`config.mk`:
```
export PLATFORM = sky130hd
export DESIGN_NAME = rlp_item_encoder_core_flat
export DESIGN_NICKNAME = d
export VERILOG_FILES = /design/src/rlpe_pkg.sv /design/src/rlpe_req_if.sv /design/src/rlpe_rsp_if.sv /design/src/rlpe_front.sv /design/src/rlpe_queue.sv /design/src/rlpe_back.sv /design/src/rlp_item_encoder_core.sv /design/src/flat_wrapper.sv
export SDC_FILE = /design/constraint.sdc
export NUM_CORES = 1
export LEC_CHECK = 0
export BUFFER_PORTS_ARGS = -buffer_cell sky130_fd_sc_hd__clkbuf_2
export CAP_MARGIN = 20
export CORE_MARGIN = 2
export CORE_UTILIZATION = 55
export CTS_CLUSTER_DIAMETER = 150
export DETAILED_ROUTE_END_ITERATION = 12
export GPL_TIMING_DRIVEN = 1
export PLACE_DENSITY = 0.72
export SLEW_MARGIN = 30
export SYNTH_ARGS = -nofsm -noshare
export SYNTH_HDL_FRONTEND = slang
export SYNTH_SLANG_ARGS = --single-unit
export TNS_END_PERCENT = 50
```
`constraint.sdc`:
```
create_clock -name clock -period 12.6 [get_ports clock]
set_input_delay 0.63 -clock clock [delete_from_list [all_inputs] [get_ports clock]]
set_output_delay 0.63 -clock clock [all_outputs]
set_load 0.01 [all_outputs]
```
`src/rlpe_pkg.sv`:
```
// Shared types and constants for the RLP item encoder.
package rlpe_pkg;

   localparam int OP_W     = 2;
   localparam int VALUE_W  = 64;
   localparam int LENGTH_W = 24;
   localparam int BYTE_W   = 8;
   localparam int MAX_BYTES = 9;
   localparam int COUNT_W  = 4;

   localparam logic [7:0] STR_SHORT = 8'h80;
   localparam logic [7:0] STR_LONG  = 8'hb7;
   localparam logic [7:0] LST_SHORT = 8'hc0;
   localparam logic [7:0] LST_LONG  = 8'hf7;
   localparam logic [7:0] BARE_MAX  = 8'h7f;
   localparam logic [LENGTH_W-1:0] SHORT_MAX = 24'd55;

   typedef enum logic [OP_W-1:0] {
      OP_NUMBER  = 2'd0,
      OP_STRING  = 2'd1,
      OP_PAYLOAD = 2'd2,
      OP_LIST    = 2'd3
   } rlpe_op_type;

   // bytes[0] goes out first
   typedef logic [MAX_BYTES-1:0][BYTE_W-1:0] rlpe_bytes_type;

   typedef struct packed {
      rlpe_bytes_type       bytes;
      logic [COUNT_W-1:0]   count;
   } rlpe_burst_type;

   typedef struct packed {
      logic [1:0] count;
      logic       full;
   } rlpe_queue_status_type;

   typedef struct packed {
      logic [COUNT_W-1:0] remaining;
      logic               busy;
   } rlpe_back_status_type;

endpackage

```
`src/rlpe_req_if.sv`:
```
// Request channel interface: one input item per transaction.
interface rlpe_req_if;
   import rlpe_pkg::*;

   logic                valid;
   logic                ready;
   logic [OP_W-1:0]     operation;
   logic [VALUE_W-1:0]  value;
   logic [LENGTH_W-1:0] length;
   logic [BYTE_W-1:0]   byte_value;

   modport source (output valid, output operation, output value, output length,
                   output byte_value, input ready);
   modport sink (input valid, input operation, input value, input length,
                 input byte_value, output ready);
endinterface

```
`src/rlpe_rsp_if.sv`:
```
// Response channel interface: one encoded byte per transaction.
interface rlpe_rsp_if;
   import rlpe_pkg::*;

   logic              valid;
   logic              ready;
   logic [BYTE_W-1:0] out_byte;
   logic              last;

   modport source (output valid, output out_byte, output last, input ready);
   modport sink (input valid, input out_byte, input last, output ready);
endinterface

```
`src/rlpe_front.sv`:
```
// Front end: classifies an input item into a burst of up to nine bytes.
module rlpe_front (
   rlpe_req_if.sink                 req_ch,
   output logic                     push_valid,
   output rlpe_pkg::rlpe_burst_type push_data,
   input  logic                     push_ready
);
   import rlpe_pkg::*;

   function automatic rlpe_burst_type encode_header(
      input logic [LENGTH_W-1:0] len,
      input logic [7:0]          short_base,
      input logic [7:0]          long_base
   );
      rlpe_burst_type b;
      b = '0;
      if (len <= SHORT_MAX) begin
         b.bytes[0] = short_base + len[7:0];
         b.count    = COUNT_W'(1);
      end else if (len[23:8] == '0) begin
         b.bytes[0] = long_base + 8'd1;
         b.bytes[1] = len[7:0];
         b.count    = COUNT_W'(2);
      end else if (len[23:16] == '0) begin
         b.bytes[0] = long_base + 8'd2;
         b.bytes[1] = len[15:8];
         b.bytes[2] = len[7:0];
         b.count    = COUNT_W'(3);
      end else begin
         b.bytes[0] = long_base + 8'd3;
         b.bytes[1] = len[23:16];
         b.bytes[2] = len[15:8];
         b.bytes[3] = len[7:0];
         b.count    = COUNT_W'(4);
      end
      return b;
   endfunction

   logic [COUNT_W-1:0] num_len;
   logic [5:0]         align_shift;
   logic [VALUE_W-1:0] aligned;
   rlpe_burst_type     num_burst;
   rlpe_burst_type     burst;
   logic               drop;

   // Count significant bytes of the number, at least one.
   always_comb begin
      num_len = COUNT_W'(1);
      for (int i = 1; i < 8; i++) begin
         if (req_ch.value[8*i +: 8] != '0) begin
            num_len = COUNT_W'(i + 1);
         end
      end
   end

   assign align_shift = {3'(4'd8 - num_len), 3'b000};
   assign aligned     = req_ch.value << align_shift;

   always_comb begin
      num_burst = '0;
      if (req_ch.value == '0) begin
         num_burst.bytes[0] = STR_SHORT;
         num_burst.count    = COUNT_W'(1);
      end else if (num_len == COUNT_W'(1) && req_ch.value[7:0] <= BARE_MAX) begin
         num_burst.bytes[0] = req_ch.value[7:0];
         num_burst.count    = COUNT_W'(1);
      end else begin
         num_burst.bytes[0] = STR_SHORT + 8'(num_len);
         for (int j = 1; j < MAX_BYTES; j++) begin
            num_burst.bytes[j] = aligned[VALUE_W - 8*j +: 8];
         end
         num_burst.count = num_len + COUNT_W'(1);
      end
   end

   always_comb begin
      burst = '0;
      drop  = 1'b0;
      case (rlpe_op_type'(req_ch.operation))
         OP_NUMBER: begin
            burst = num_burst;
         end
         OP_STRING: begin
            burst = encode_header(req_ch.length, STR_SHORT, STR_LONG);
            // single small byte carries itself in the following payload item
            drop  = (req_ch.length == LENGTH_W'(1)) && (req_ch.byte_value <= BARE_MAX);
         end
         OP_PAYLOAD: begin
            burst.bytes[0] = req_ch.byte_value;
            burst.count    = COUNT_W'(1);
         end
         OP_LIST: begin
            burst = encode_header(req_ch.length, LST_SHORT, LST_LONG);
         end
         default: begin
            burst = '0;
         end
      endcase
   end

   assign req_ch.ready = push_ready;
   assign push_valid   = req_ch.valid && !drop;
   assign push_data    = burst;

endmodule

```
`src/rlpe_queue.sv`:
```
// Two-entry queue of byte bursts between front and back.
module rlpe_queue (
   input  logic                            clock,
   input  logic                            reset,
   input  logic                            push_valid,
   input  rlpe_pkg::rlpe_burst_type        push_data,
   output logic                            push_ready,
   output logic                            pop_valid,
   output rlpe_pkg::rlpe_burst_type        pop_data,
   input  logic                            pop,
   output rlpe_pkg::rlpe_queue_status_type status
);
   import rlpe_pkg::*;

   rlpe_burst_type entry_ff [2];
   logic           wr_ptr_ff, wr_ptr_in;
   logic           rd_ptr_ff, rd_ptr_in;
   logic [1:0]     count_ff, count_in;
   logic           do_push;
   logic           do_pop;

   assign push_ready = (count_ff != 2'd2);
   assign pop_valid  = (count_ff != 2'd0);
   assign pop_data   = entry_ff[rd_ptr_ff];
   assign do_push    = push_valid && push_ready;
   assign do_pop     = pop && pop_valid;

   always_comb begin
      wr_ptr_in = do_push ? !wr_ptr_ff : wr_ptr_ff;
      rd_ptr_in = do_pop ? !rd_ptr_ff : rd_ptr_ff;
      count_in  = count_ff + 2'(do_push) - 2'(do_pop);
   end

   always_ff @(posedge clock) begin
      if (reset) begin
         wr_ptr_ff <= 1'b0;
         rd_ptr_ff <= 1'b0;
         count_ff  <= 2'd0;
      end else begin
         wr_ptr_ff <= wr_ptr_in;
         rd_ptr_ff <= rd_ptr_in;
         count_ff  <= count_in;
      end
   end

   always_ff @(posedge clock) begin
      if (do_push) begin
         entry_ff[wr_ptr_ff] <= push_data;
      end
   end

   assign status.count = count_ff;
   assign status.full  = !push_ready;

endmodule

```
`src/rlpe_back.sv`:
```
// Back end: outputs a burst one byte per ready cycle via an output register.
module rlpe_back (
   input  logic                           clock,
   input  logic                           reset,
   input  logic                           pop_valid,
   input  rlpe_pkg::rlpe_burst_type       pop_data,
   output logic                           pop,
   rlpe_rsp_if.source                     rsp_ch,
   output rlpe_pkg::rlpe_back_status_type status
);
   import rlpe_pkg::*;

   rlpe_bytes_type     data_ff, data_in;
   logic [COUNT_W-1:0] rem_ff, rem_in;
   logic               out_valid_ff, out_valid_in;
   logic [BYTE_W-1:0]  out_byte_ff, out_byte_in;
   logic               out_last_ff, out_last_in;
   logic               out_free;

   assign out_free = !out_valid_ff || rsp_ch.ready;

   always_comb begin
      data_in      = data_ff;
      rem_in       = rem_ff;
      out_valid_in = out_valid_ff;
      out_byte_in  = out_byte_ff;
      out_last_in  = out_last_ff;
      pop          = 1'b0;
      if (out_free) begin
         if (rem_ff != '0) begin
            // advance within the current burst
            out_valid_in = 1'b1;
            out_byte_in  = data_ff[0];
            out_last_in  = (rem_ff == COUNT_W'(1));
            data_in      = rlpe_bytes_type'(data_ff >> BYTE_W);
            rem_in       = rem_ff - COUNT_W'(1);
         end else if (pop_valid) begin
            pop          = 1'b1;
            out_valid_in = 1'b1;
            out_byte_in  = pop_data.bytes[0];
            out_last_in  = (pop_data.count == COUNT_W'(1));
            data_in      = rlpe_bytes_type'(pop_data.bytes >> BYTE_W);
            rem_in       = pop_data.count - COUNT_W'(1);
         end else begin
            out_valid_in = 1'b0;
         end
      end
   end

   always_ff @(posedge clock) begin
      if (reset) begin
         rem_ff       <= '0;
         out_valid_ff <= 1'b0;
      end else begin
         rem_ff       <= rem_in;
         out_valid_ff <= out_valid_in;
      end
   end

   always_ff @(posedge clock) begin
      data_ff     <= data_in;
      out_byte_ff <= out_byte_in;
      out_last_ff <= out_last_in;
   end

   assign rsp_ch.valid    = out_valid_ff;
   assign rsp_ch.out_byte = out_byte_ff;
   assign rsp_ch.last     = out_last_ff;

   assign status.remaining = rem_ff;
   assign status.busy      = (rem_ff != '0);

endmodule

```
`src/rlp_item_encoder_core.sv`:
```
// RLP item encoder: requests in, encoded byte stream out.
//
// req_ch carries one item per transaction: an operation (number, string
// header, payload byte, list header) with value, length and byte_value.
// rsp_ch carries one encoded byte per transaction; last marks the final
// byte of an item. A string header of length one whose first byte is
// 0x7f or less produces no bytes at all.
//
// An accepted item is classified at once into a burst of one to nine
// bytes and, unless it produces no bytes, written into a two-entry
// queue. The back end pops a burst from the queue and loads its bytes,
// first byte first, into the output register, one byte per cycle while
// the receiver is ready, so payload bytes and short headers stream at
// one item per cycle; a long number holds the back end for nine bytes.
//
// Reset (synchronous) empties the queue and the output register. When the
// receiver holds rsp_ch.ready low, the output byte holds, the queue fills
// and req_ch.ready drops once both queue entries are taken.
module rlp_item_encoder_core (
   input  logic      clock,
   input  logic      reset,
   rlpe_req_if.sink  req_ch,
   rlpe_rsp_if.source rsp_ch
);
   import rlpe_pkg::*;

   logic                  push_valid;
   logic                  push_ready;
   rlpe_burst_type        push_data;
   logic                  pop_valid;
   rlpe_burst_type        pop_data;
   logic                  pop;
   rlpe_queue_status_type q_status;
   rlpe_back_status_type  b_status;

   rlpe_front u_front (
      .req_ch     (req_ch),
      .push_valid (push_valid),
      .push_data  (push_data),
      .push_ready (push_ready)
   );

   rlpe_queue u_queue (
      .clock      (clock),
      .reset      (reset),
      .push_valid (push_valid),
      .push_data  (push_data),
      .push_ready (push_ready),
      .pop_valid  (pop_valid),
      .pop_data   (pop_data),
      .pop        (pop),
      .status     (q_status)
   );

   rlpe_back u_back (
      .clock     (clock),
      .reset     (reset),
      .pop_valid (pop_valid),
      .pop_data  (pop_data),
      .pop       (pop),
      .rsp_ch    (rsp_ch),
      .status    (b_status)
   );

   // Bytes left in the back end always sit behind a valid output byte.
   a_busy_has_output: assert property (@(posedge clock) disable iff (reset)
      b_status.busy |-> rsp_ch.valid)
      else $error("back end holds bytes with no output byte presented");

   // A byte without last must be followed by more bytes of the same item.
   a_not_last_busy: assert property (@(posedge clock) disable iff (reset)
      rsp_ch.valid && !rsp_ch.last |-> b_status.busy)
      else $error("non-final byte presented with no bytes left");

   // An accepted payload byte is queued on the next cycle.
   a_payload_queued: assert property (@(posedge clock) disable iff (reset)
      req_ch.valid && req_ch.ready && (req_ch.operation == OP_PAYLOAD)
      |=> q_status.count != 2'd0)
      else $error("accepted payload byte missing from queue");

   // Queue never reports more than its two entries.
   a_queue_bound: assert property (@(posedge clock) disable iff (reset)
      q_status.count != 2'd3)
      else $error("queue count out of range");

endmodule
```
`src/flat_wrapper.sv`:
```
// flat-port wrapper written by rule: the top's interface ports become plain ports
module rlp_item_encoder_core_flat import rlpe_pkg::*;
  (clock, reset, req_ch_valid, req_ch_operation, req_ch_value, req_ch_length, req_ch_byte_value, req_ch_ready, rsp_ch_valid, rsp_ch_out_byte, rsp_ch_last, rsp_ch_ready);
  rlpe_req_if req_ch_i ();
  rlpe_rsp_if rsp_ch_i ();
  input  logic clock;
  input  logic reset;
  input wire logic [$bits(req_ch_i.valid)-1:0] req_ch_valid;
  input wire logic [$bits(req_ch_i.operation)-1:0] req_ch_operation;
  input wire logic [$bits(req_ch_i.value)-1:0] req_ch_value;
  input wire logic [$bits(req_ch_i.length)-1:0] req_ch_length;
  input wire logic [$bits(req_ch_i.byte_value)-1:0] req_ch_byte_value;
  output wire logic [$bits(req_ch_i.ready)-1:0] req_ch_ready;
  output wire logic [$bits(rsp_ch_i.valid)-1:0] rsp_ch_valid;
  output wire logic [$bits(rsp_ch_i.out_byte)-1:0] rsp_ch_out_byte;
  output wire logic [$bits(rsp_ch_i.last)-1:0] rsp_ch_last;
  input wire logic [$bits(rsp_ch_i.ready)-1:0] rsp_ch_ready;
  assign req_ch_i.valid = req_ch_valid;
  assign req_ch_i.operation = req_ch_operation;
  assign req_ch_i.value = req_ch_value;
  assign req_ch_i.length = req_ch_length;
  assign req_ch_i.byte_value = req_ch_byte_value;
  assign req_ch_ready = req_ch_i.ready;
  assign rsp_ch_valid = rsp_ch_i.valid;
  assign rsp_ch_out_byte = rsp_ch_i.out_byte;
  assign rsp_ch_last = rsp_ch_i.last;
  assign rsp_ch_i.ready = rsp_ch_ready;
  rlp_item_encoder_core u_core (.clock(clock), .reset(reset), .req_ch(req_ch_i), .rsp_ch(rsp_ch_i));
endmodule
```
* After elaboration in Yosys (flattened, before gate mapping) *
Memories as Yosys holds them, arrays and structs flattened. A register that Yosys moved wholly into a read port is not among the register bits.
Index checks and enable logic that the tools add are counted.
W data, S select, Z words.

operators by class
  $lt $le $gt $ge = 3
  mux-type cells = 41
  equal/unequal tests = 8
  shift-type cells = 1
  reduce and logical (&&, ||, !) cells = 25
  add/subtract/negate cells = 9

operators with widths
  operator               number
  $mux W64               3
  $pmux W64 S3           1
  $logic_not A64 Y1      1
  $shl A64 B6 Y64        1
  $mux W28               2
  $mux W56               1
  $reduce_bool A8 Y1     7
  $mux W12               4
  $mux W24               2
  $pmux W12 S4           1
  $mux W20               2
  $mux W16               2
  $mux W4                8
  $eq A24 B1 Y1 const B  1
  $le A24 B6 Y1 const B  1
  $mux W8                3
  $add A8 B8 Y8 const A  2
  $le A8 B7 Y1 const B   2
  $logic_not A16 Y1      1
  $eq A4 B1 Y1 const B   3
  $mux W1                11
  $add A8 B4 Y8 const A  1
  $logic_not A8 Y1       1
  $sub A4 B1 Y4 const B  2
  other kinds (15)       24

word-level totals
  RAM bits = 152
  memories kept = 1
  bits in registers = 82

memory list
  memory                   depth  bits a word  read ports  clocked after Yosys merged registers in  write ports  RTL line          text
  u_core.u_queue.entry_ff  2      76           1           1                                        1            rlpe_queue.sv:15  rlpe_burst_type entry_ff [2];

* Logic depth before layout (Yosys ltp) *
Gate-level depths: netlist of run 1.

  depth in word-level cells = 13
  depth in mapped cells = 15
  mapped depth without buffers = 11

* Cells and area by module *
Synthesis of run 1 repeated with hierarchy kept, for this count alone.

second synthesis, totals
  cells, all modules = 984
  area total of the unflattened synthesis = 11984.0 sq um

modules (own cells, without submodules)
  module      cells an instance  area each (sq um)  times used
  rlpe_queue  263                5729.2             1
  rlpe_back   332                3465.8             1
  rlpe_front  389                2788.9             1

* Worst setup path before layout of run 1 *
OpenSTA, ideal clock, no wires.

  path kind = reg-to-reg
  start = register u_core.u_back.rem_ff[0]
  end = register u_core.u_back.rem_ff[2]
  arrival time = 5.314 ns
  setup slack = 7.221 ns
  cell stages (with the launch flop) = 9
  required time = 12.535 ns
  clock period less this slack = 5.379 ns
  path buffers = 0
  cell sequence = dfxtp_1 -> inv_1 -> ha_1 -> and2_1 -> a21oi_1 -> nand2_1 -> nor3_1 -> a21oi_1 -> nor2_1

on the way
  word-level cells in the longest chain between the ends = 3
  elaborated cells on any way between the ends = 5

RTL lines
  item                                                                   RTL line         text
  start, declared                                                        rlpe_back.sv:14  logic [COUNT_W-1:0] rem_ff, rem_in;
  start signal, assigned                                                 rlpe_back.sv:55  rem_ff <= rem_in;
  parallel branches: the longest is 3 deep, another holds $sub A4 B1 Y4  --

Parallel ways; which one is timed is not known.
A chain may end at the register's enable or synchronous reset.

==> results of run 1 <==
## power by group
group	internal (mW)	switching, mW
clock	0.368	0.282
sequential	1.18	0.0844
combinational	0.230	0.483
total	1.78	0.849
## per-stage QoR
step | area, um^2 | worst slack [ns] | hold WS, ns | total power, mW | util
finish | 13000 | 7.85 | 0.429 | 2.63 | 0.636
detailed placement | 12300 | 7.12 | 0.508 | 2.00 | 0.601
floorplan | 11500 | 7.22 | 0.481 | 1.76 | -
global placement | 12300 | 7.20 | 0.496 | 1.98 | 0.601
global route | 13000 | 7.64 | 0.455 | 2.77 | 0.636
CTS | 13000 | 7.66 | 0.429 | 2.64 | 0.636
## cell families after synthesis
kind of cell	after synthesis	share of synthesized area
buffers and inverters	72	0.0268
adder cells (fa/ha/maj)	11	0.0119
XOR/XNOR	9	0.00749
multiplexers	125	0.128
flip-flops	235	0.604
AND/OR/NAND/NOR	283	0.109
AO/OA/AOI/OAI	203	0.113
## layout make-up
type                            count  area, um^2
Clock buffer                       38         674
Inverter                           14        52.6
Clock inverter                      7        38.8
Tap cell                          270         338
Timing Repair Buffer              121         639
Fill cell                        1612        7430
Multi-Input combinational cell    631        4290
Sequential cell                   235        6960
## path summary, 6_finish.rpt
path / slack (ns) / cells after the start / from / to
worst max-delay path: 7.85 / 10 / req_ch_value[9] / u_core.u_queue.entry_ff[1][40]$_DFFE_PP_
worst min register to register: 0.52 / 2 / u_core.u_queue.rd_ptr_ff$_SDFFE_PP0P_ / u_core.u_queue.rd_ptr_ff$_SDFFE_PP0P_
worst min-delay path: 0.43 / 2 / reset / u_core.u_queue.count_ff[1]$_SDFF_PP0_
worst max register to register: 10.02 / 5 / u_core.u_back.rem_ff[0]$_SDFFE_PP0P_ / u_core.u_back.data_ff[42]$_DFFE_PP_
## sequential cells by signal, indices dropped and copies added (netlist names), named ones only
| name | cells |
|---|---|
| u_core.u_back.rsp_ch.out_byte | 8 |
| u_core.u_queue.entry_ff | 152 |
| u_core.u_queue.count_ff | 2 |
| u_core.u_queue.wr_ptr_ff | 1 |
| u_core.u_queue.rd_ptr_ff | 1 |
| u_core.u_back.rsp_ch.valid | 1 |
| u_core.u_back.rem_ff | 4 |
| u_core.u_back.rsp_ch.last | 1 |
| u_core.u_back.data_ff | 64 |
## placed cells by master (no fill, tap or decap), types with 7 or more instances in the layout
master     netlist  final
edfxtp_1       225    225
a221o_1          7      7
o211ai_1        14     14
inv_1           12     12
nor2_1          70     68
o21ai_0         85     85
mux2_2          16     16
a21oi_1         25     24
and2_1           8      7
dfxtp_1         10      9
a22oi_1         16     16
and3_1          10     10
clkbuf_16        0     25
a31oi_1         13     13
o221ai_1         9      9
clkbuf_2         0    112
a32o_1           8      8
nand2_1        143    142
mux2i_1         93     93
nor4_1          18     18
clkbuf_1        39     13
mux4_2          16     16
ha_1            11     11
## metal layers
layer / GRT usage / wire length [um] / part of all wire / up-vias
li1: - / - / - / 3755
met1: 0.419 / 13400 / 0.42 / 4045
met2: 0.453 / 14600 / 0.46 / 440
met3: 0.0443 / 2890 / 0.090 / 84
met4: 0.100 / 1130 / 0.035 / 0
met5: 0 / 0 / 0 / -
==> run_results.csv, run 1 <==
group,metric,value,unit
die,start_util,0.564,
place,port_buffers,112,
synthesis,synth.most_common_cell,"edfxtp_1",
critical_path,slowest_stage,"ha_1",
synthesis,synth-edff-count,225,
detailed_routing,ant_nets,0,
critical_path,critPathLaunchType,"primary input",
synthesis,syn_avg_cell_area,12.3,um^2
detailed_routing,drtIter0Drc,963,
timing,setup_viol,0,
critical_path,cp-end-kind,"flop",
critical_path,slowest_delay,0.83,ns
die,core,0.0204,mm^2
clocking,holdBufCountCts,0,
critical_path,critPathMaxFanout,28,
place,dp_hpwl,22000,um
timing,finClkSkew,0.00949,ns
synthesis,syn-num-nets,1051,
layout,final_nets,1141,
synthesis,synth-seq-cells,235,
die,dieArea,0.0221,mm^2
clocking,clock_latency,0.52,ns
synthesis,synthArstFlopShare,0,
global_routing,grt_overflow_total,0,
clocking,post-cts-setup-buffer-count,0,
pwr,peakVddDrop,0.239,mV
pwr,cellPowerDensity,202,mW/mm^2
critical_path,crit_buf_inv,3,
layout,syn_to_final_growth,12.8,%
critical_path,cp_cell_sequence,"clkbuf_2 -> nor4_1 -> nand4_1 -> nor3b_1 -> o31ai_1 -> ha_1 -> buf_4 -> inv_2 -> nor2_2 -> a32o_1",
place,place_congestion,1.03,
synthesis,netlist.area_leader.share,0.586,
global_routing,grt_antenna_before_repair,0,
min_path,hold_class,"primary input to flop",
die,io_pins,113,
clocking,cts-htree-levels,1,
detailed_routing,vias,8324,
timing,fin_crit_sh,0.377,
die,num_rows,52,
critical_path,crit_family,"simple AND/OR/NAND/NOR gates",
synthesis,synthCells,938,
clocking,cts_tree,"yes",
critical_path,cp.arrival,5.12,ns
run_status,status,"finished, final reports clean",
detailed_routing,first_pass_iters,5,
timing,final_max_slew_viol_count,0,
timing,relSlewSlack,0.398,
clocking,clk_pin_slew_worst_paths,0.06,ns
timing,rsz0062_at_grt,"false",
timing,period_minus_slack,4.75,ns
layout,final_layout_size_suffix_gt1_frac,0.191,
timing,max_freq,210,MHz
clocking,clock-sinks,235,
timing,tightest_slew,0.904,ns
synthesis,synthTopCellsByCount,"225 x edfxtp_1, 143 x nand2_1, 93 x mux2i_1",
global_routing,grt_pass1_wl,48000,um
critical_path,worstSetupPathType,"primary input to flop",
detailed_routing,drc,0,
synthesis,synth.area.top_cells,"edfxtp_1 59%, mux2i_1 8.1%, nand2_1 4.7%",
clocking,cts_buffers,25,
detailed_routing,wl_per_cell,24.3,um
layout,instances_no_fill,1316,
synthesis,ys_seq_area_frac,0.604,
place,place_inst,1271,
global_routing,grtUsageTotal,0.290,
run,cap_violations,0,
synthesis,synth_area_leader_cell,"edfxtp_1",
clocking,root_buffer,"clkbuf_16",
global_routing,grt_pass1_vias,8102,
clocking,cts.path.max_buffers,3,
synthesis,synthFlopType,"edfxtp_1",
pwr,p_leak,4.68,nW
die,die_w,149,um
global_routing,grt_max_degree,102,
detailed_routing,routed_wl,32000,um
synthesis,yosys_warnings,0,
die,die_h,149,um
timing,final-hold-violation-count,0,
detailed_routing,viasPerCell,6.33,
synthesis,synth.distinct_cells,57,
timing,tns,0,ns
layout,antennaDiodeCount,0,
clocking,cts_resized,0,
critical_path,cp_data_required_time,12.97,ns
synthesis,syn_area,0.0115,mm^2
Power figures use the tool's default switching activity.
==> inputs of run 2 (changes only) <==
Settings changed: CORE_UTILIZATION 55 to 54, PLACE_DENSITY 0.72 to 0.74.
Clock period 12.6 ns to 4.25 ns, I/O delays scaled along.
==> run 2 against run 1 <==
Effect of this change:
- cell count grew 1.4%
- clock skew grew 0.0062 ns
- total power grew to 3.0 times the previous value
- die area grew 1.8%
- largest cell class unchanged
- sequential share of layout area shrank 0.79 points
- critical path depth grew 2
- largest power group unchanged
==> run_results.csv, run 2 (same netlist as run 1, synthesis figures left out) <==
group,metric,value,unit
place,port_buffers,112,
layout,mostFrequentLayoutCell,"edfxtp_1",
global_routing,grt_use_met2,0.445,
critical_path,cp-end-kind,"flop",
run,cap_violations,0,
timing,tightest_slew,0.918,ns
layout,final_layout_size_suffix_gt1_frac,0.206,
detailed_routing,vias,8378,
clocking,cts_resized,0,
layout,post-route-util,0.630,
detailed_routing,first_pass_iters,6,
clocking,cts.path.max_buffers,3,
critical_path,cp_cell_sequence,"clkbuf_2 -> or4_1 -> a211oi_1 -> o221ai_1 -> and2_2 -> ha_1 -> o21bai_1 -> a31o_2 -> o31ai_2 -> buf_4 -> a22oi_1 -> o21ai_0",
global_routing,grt_overflow_total,0,
critical_path,slowest_stage,"o31ai_2",
layout,register_area,0.00696,mm^2
critical_path,slowest_delay,0.76,ns
place,place_ws,0.379,ns
place,place_congestion,1.04,
layout,largest_reg_flops,152,
pwr,p_leak,4.80,nW
critical_path,critPathMaxFanout,15,
timing,final_max_slew_viol_count,0,
clocking,root_buffer,"clkbuf_16",
critical_path,cp.arrival,3.74,ns
timing,relSlewSlack,0.385,
layout,final_nets,1156,
global_routing,grt_max_degree,86,
min_path,min_to,"u_core.u_back.rsp_ch.valid$_SDFFE_PP0N_",
timing,setup_slack,0.818,ns
critical_path,critPathLaunchType,"primary input",
layout,multiInputGateArea,0.00429,mm^2
die,die_w,150,um
critical_path,r2r-start,"u_core.u_back.rem_ff[0]$_SDFFE_PP0P_",
die,num_rows,53,
global_routing,grt_pass1_wl,46900,um
pwr,cellPowerDensity,602,mW/mm^2
timing,setup_viol,0,
place,dp_hpwl,21900,um
min_path,hold_class,"primary input to flop",
clocking,clock-sinks,235,
clocking,post-cts-setup-buffer-count,0,
timing,finClkSkew,0.0157,ns
critical_path,worstSetupPathType,"primary input to flop",
timing,fin_crit_sh,0.808,
layout,syn_to_final_growth,14.5,%
layout,final_cell_mix,"225 x edfxtp_1, 142 x nand2_1, 112 x clkbuf_2, 93 x mux2i_1, 85 x o21ai_0",
pwr,peakVddDrop,1.02,mV
detailed_routing,viasPerCell,6.28,
clocking,cts-htree-levels,1,
run_status,status,"finished, final reports clean",
critical_path,r2r_end,"u_core.u_back.data_ff[2]$_DFFE_PP_",
critical_path,r2r_slack,1.63,ns
global_routing,grt_antenna_before_repair,0,
critical_path,ff2ff_path_depth,5,
detailed_routing,wl_per_cell,23.3,um
min_path,hold_start,"rsp_ch_ready",
global_routing,gr-usage-met3,0.0369,
global_routing,grt_util_met1,0.393,
clocking,clk_pin_slew_worst_paths,0.06,ns
die,io_pins,113,
min_path,hold_depth,3,
global_routing,grt_most_used_layer,"met2",
layout,top_register,"u_core.u_queue.entry_ff",
timing,final-hold-violation-count,0,
layout,nFillCells,1711,
detailed_routing,drtIter0Drc,857,
critical_path,cp_data_required_time,4.56,ns
timing,rsz0062_at_grt,"false",
global_routing,grt_pass1_vias,8184,
die,core,0.0210,mm^2
clocking,cts_tree,"yes",
detailed_routing,routed_wl,31100,um
detailed_routing,ant_nets,0,
global_routing,grtUsageTotal,0.280,
die,dieArea,0.0225,mm^2
clocking,clock_latency,0.53,ns
die,die_h,150,um
timing,period_minus_slack,3.43,ns
detailed_routing,drc,0,
layout,antennaDiodeCount,0,
timing,max_freq,291,MHz
die,start_util,0.550,
clocking,cts_buffers,25,
-- run 2: worst max path at each step --
stage                   startpoint                                        to  cells after the start
2_1_floorplan  req_ch_operation[1]   u_core.u_queue.entry_ff[0][0]$_DFFE_PP_                      5
3_3_place_gp      req_ch_value[17]  u_core.u_queue.entry_ff[0][66]$_DFFE_PP_                     11
3_5_place_dp      req_ch_value[21]  u_core.u_queue.entry_ff[1][67]$_DFFE_PP_                     11
4_1_cts           req_ch_value[21]  u_core.u_queue.entry_ff[0][21]$_DFFE_PP_                     12
5_1_grt           req_ch_value[17]  u_core.u_queue.entry_ff[1][62]$_DFFE_PP_                     11
6_report          req_ch_value[17]  u_core.u_queue.entry_ff[0][21]$_DFFE_PP_                     12
-- run 2: layout make-up --
cell class              count  share of cell area
clock inverters            13             0.00967
flip-flops and latches    235               0.528
inverters                  14             0.00398
well taps                 275              0.0261
clock buffers              30              0.0488
repair buffers            136              0.0585
multi-input cells         631               0.325
-- run 2: power breakdown --
group	internal (mW)	switching (mW)	total [mW]	leakage (nW)
sequential	3.49	0.273	3.77	2.27
clock	1.20	0.864	2.07	0.380
combinational	0.701	1.40	2.10	2.15
total	5.40	2.54	7.94	4.80
-- run 2: metal layers --
| metal | vias to the layer above | share of wire |
|---|---|---|
| met5 | - | 0 |
| li1 | 3791 | - |
| met1 | 4106 | 0.42 |
| met3 | 79 | 0.068 |
| met4 | 0 | 0.040 |
| met2 | 402 | 0.47 |
-- run 2: metrics by stage --
| step | cells | setup TNS [ns] | cell area (um^2) | hold slack (ns) | power, mW |
|---|---|---|---|---|---|
| CTS | 1334 | 0 | 13200 | 0.00849 | 8.00 |
| floorplan | 938 | -34.91 | 11500 | 0.411 | 5.20 |
| finish | 1334 | 0 | 13200 | 0.0264 | 7.94 |
| detailed placement | 1290 | 0 | 12400 | 0.499 | 5.94 |
| global route | 1334 | 0 | 13200 | 0.0582 | 8.34 |
| global placement | 1290 | 0 | 12400 | 0.498 | 5.86 |
-- run 2: repair_timing --
action / CTS / global route
endpoints found under the hold margin: 5 / 0
endpoints found under the setup margin: 0 / 0
hold buffers: 1 / 0
-- run 2: worst max-delay path, delay by kind of cell --
family	cells	cell delay [ns]
AOI/OAI and AO/OA	7	1.97
buffers and inverters	2	0.47
adders and majority gates	1	0.23
and+or+nand+nor	2	0.84
==> inputs of run 3 (changes only) <==
Settings changed: CORE_UTILIZATION 54 to 55, PLACE_DENSITY 0.74 to 0.72.
Clock period 4.25 ns to 3.5 ns, I/O delays scaled along.
==> run 3 against run 2 <==
Effect of this change:
- flip-flop and latch count unchanged
- sequential power up 21%
- cell count up 0.45%
- global-route usage up 0.35 points
- sequential share of layout area down 0.52 points
- final area up 1.0%
- critical endpoint is now u_core.u_queue.entry_ff[1][20]$_DFFE_PP_
==> run_results.csv, run 3 (same netlist as run 1, synthesis figures left out) <==
group,metric,value,unit
timing,rsz0062_at_grt,"false",
detailed_routing,ant_nets,0,
min_path,hold_class,"primary input to flop",
timing,tightest_slew,0.801,ns
critical_path,cp_data_required_time,3.72,ns
pwr,peakVddDrop,0.839,mV
die,dieArea,0.0221,mm^2
detailed_routing,drtIter0Drc,1028,
layout,final_nets,1164,
die,die_w,149,um
critical_path,cp-end-kind,"flop",
layout,top_register,"u_core.u_queue.entry_ff",
critical_path,slowest_stage,"nor4_1",
place,place_inst,1292,
clocking,cts_resized,0,
layout,mostFrequentLayoutCell,"edfxtp_1",
timing,max_freq,333,MHz
place,port_buffers,112,
global_routing,grtUsageTotal,0.283,
layout,final_layout_size_suffix_gt1_frac,0.211,
die,start_util,0.564,
place,place_congestion,1.03,
clocking,root_buffer,"clkbuf_16",
pwr,cellPowerDensity,727,mW/mm^2
critical_path,r2r_slack,1.30,ns
critical_path,crit_start,"req_ch_value[16]",
die,num_rows,52,
die,die_h,149,um
detailed_routing,viasPerCell,6.32,
clocking,clock_latency,0.53,ns
clocking,clk_pin_slew_worst_paths,0.06,ns
layout,instances_no_fill,1340,
global_routing,grt_antenna_before_repair,0,
critical_path,r2r-start,"u_core.u_queue.count_ff[0]$_SDFF_PP0_",
timing,final_max_slew_viol_count,0,
clocking,cts-htree-levels,1,
place,dp_hpwl,22000,um
die,core,0.0204,mm^2
critical_path,crit_end,"u_core.u_queue.entry_ff[1][20]$_DFFE_PP_",
critical_path,ff2ff_path_depth,5,
timing,relSlewSlack,0.465,
timing,setup_slack,0.493,ns
timing,period_minus_slack,3.01,ns
clocking,cts_tree,"yes",
place,place_ws,0.0492,ns
layout,syn_to_final_growth,15.6,%
pwr,p_leak,4.87,nW
clocking,cts_buffers,25,
layout,final_cell_mix,"225 x edfxtp_1, 142 x nand2_1, 112 x clkbuf_2, 93 x mux2i_1, 85 x o21ai_0",
detailed_routing,drc,0,
layout,antennaDiodeCount,0,
detailed_routing,vias,8464,
critical_path,cp_cell_sequence,"clkbuf_2 -> nor4_1 -> nand4_1 -> nor3b_1 -> o31ai_1 -> ha_1 -> o21bai_1 -> a31o_2 -> buf_4 -> o31a_1 -> o21ai_0",
critical_path,critPathMaxFanout,16,
die,io_pins,113,
critical_path,slowest_delay,0.53,ns
timing,hold_ws,0.0580,ns
detailed_routing,routed_wl,31000,um
global_routing,grt_pass1_vias,8118,
global_routing,grt_overflow_total,0,
critical_path,worstSetupPathType,"primary input to flop",
layout,nFillCells,1606,
clocking,cts.path.max_buffers,3,
timing,finClkSkew,0.00947,ns
critical_path,r2r_end,"u_core.u_queue.entry_ff[0][7]$_DFFE_PP_",
clocking,clock-sinks,235,
critical_path,cp.arrival,3.23,ns
global_routing,grt_pass1_wl,46800,um
detailed_routing,first_pass_iters,6,
run,cap_violations,0,
timing,fin_crit_sh,0.859,
timing,final-hold-violation-count,0,
global_routing,grt_max_degree,88,
critical_path,critPathLaunchType,"primary input",
layout,largest_reg_flops,152,
timing,setup_viol,0,
detailed_routing,wl_per_cell,23.1,um
run_status,status,"finished, final reports clean",
==> run 3: timing repair <==
action                    CTS  global route
hold buffers                2             0
setup buffers               0             0
hold endpoints to repair   10             0
==> run 3: how the worst min path moves through the flow <==
stage                                                          end  slack [ns]                                   from  cells past startpoint
final                     u_core.u_queue.entry_ff[1][13]$_DFFE_PP_        0.06                      req_ch_length[17]                      3
after global routing      u_core.u_queue.entry_ff[0][10]$_DFFE_PP_        0.07                   req_ch_byte_value[6]                      3
after CTS                 u_core.u_queue.entry_ff[1][13]$_DFFE_PP_        0.06                      req_ch_length[17]                      3
after detailed placement                                      flop        0.50  u_core.u_queue.rd_ptr_ff$_SDFFE_PP0P_                      2
after global placement       u_core.u_queue.rd_ptr_ff$_SDFFE_PP0P_        0.50  u_core.u_queue.rd_ptr_ff$_SDFFE_PP0P_                      2
after floorplan           u_core.u_queue.entry_ff[0][10]$_DFFE_PP_        0.37                        req_ch_value[6]                      2
==> run 3: worst max-delay path: cells and delay by family <==
family / cells / cell delay [ns]
AO/OA/AOI/OAI: 5 / 1.52
buffers and inverters: 2 / 0.30
AND/OR/NAND/NOR: 3 / 0.93
adder cells (fa/ha/maj): 1 / 0.29
==> run 3: metal layers <==
metal	vias to the layer above	track usage	routed length (um)
met1	4091	0.393	12400
met4	0	0.109	1290
li1	3804	-	-
met2	469	0.449	14500
met5	-	0	0
met3	100	0.0550	2790
==> run 3: power by group <==
| group | switching [mW] | internal [mW] | total [mW] |
|---|---|---|---|
| Clock | 1.04 | 1.45 | 2.50 |
| Combinational | 1.71 | 0.921 | 2.63 |
| Sequential | 0.326 | 4.24 | 4.56 |
| Total | 3.07 | 6.61 | 9.69 |
==> run 3: final cells by class <==
type | instances | area [um^2] | share of cell area
repair buffers | 144 | 906 | 0.0680
flip-flops and latches | 235 | 6960 | 0.522
well taps | 270 | 338 | 0.0254
clock inverters | 17 | 135 | 0.0101
clock buffers | 29 | 641 | 0.0481
multi-input cells | 631 | 4290 | 0.322
inverters | 14 | 52.6 | 0.00394
==> run 3: through the flow <==
step	util	setup TNS (ns)	power (mW)	instance area, um^2
5_1_grt	0.652	0	10.2	13300
2_1_floorplan	-	-155.42	6.31	11500
4_1_cts	0.652	0	9.76	13300
3_3_place_gp	0.613	0	7.19	12500
6_report	0.652	0	9.69	13300
3_5_place_dp	0.613	0	7.28	12500
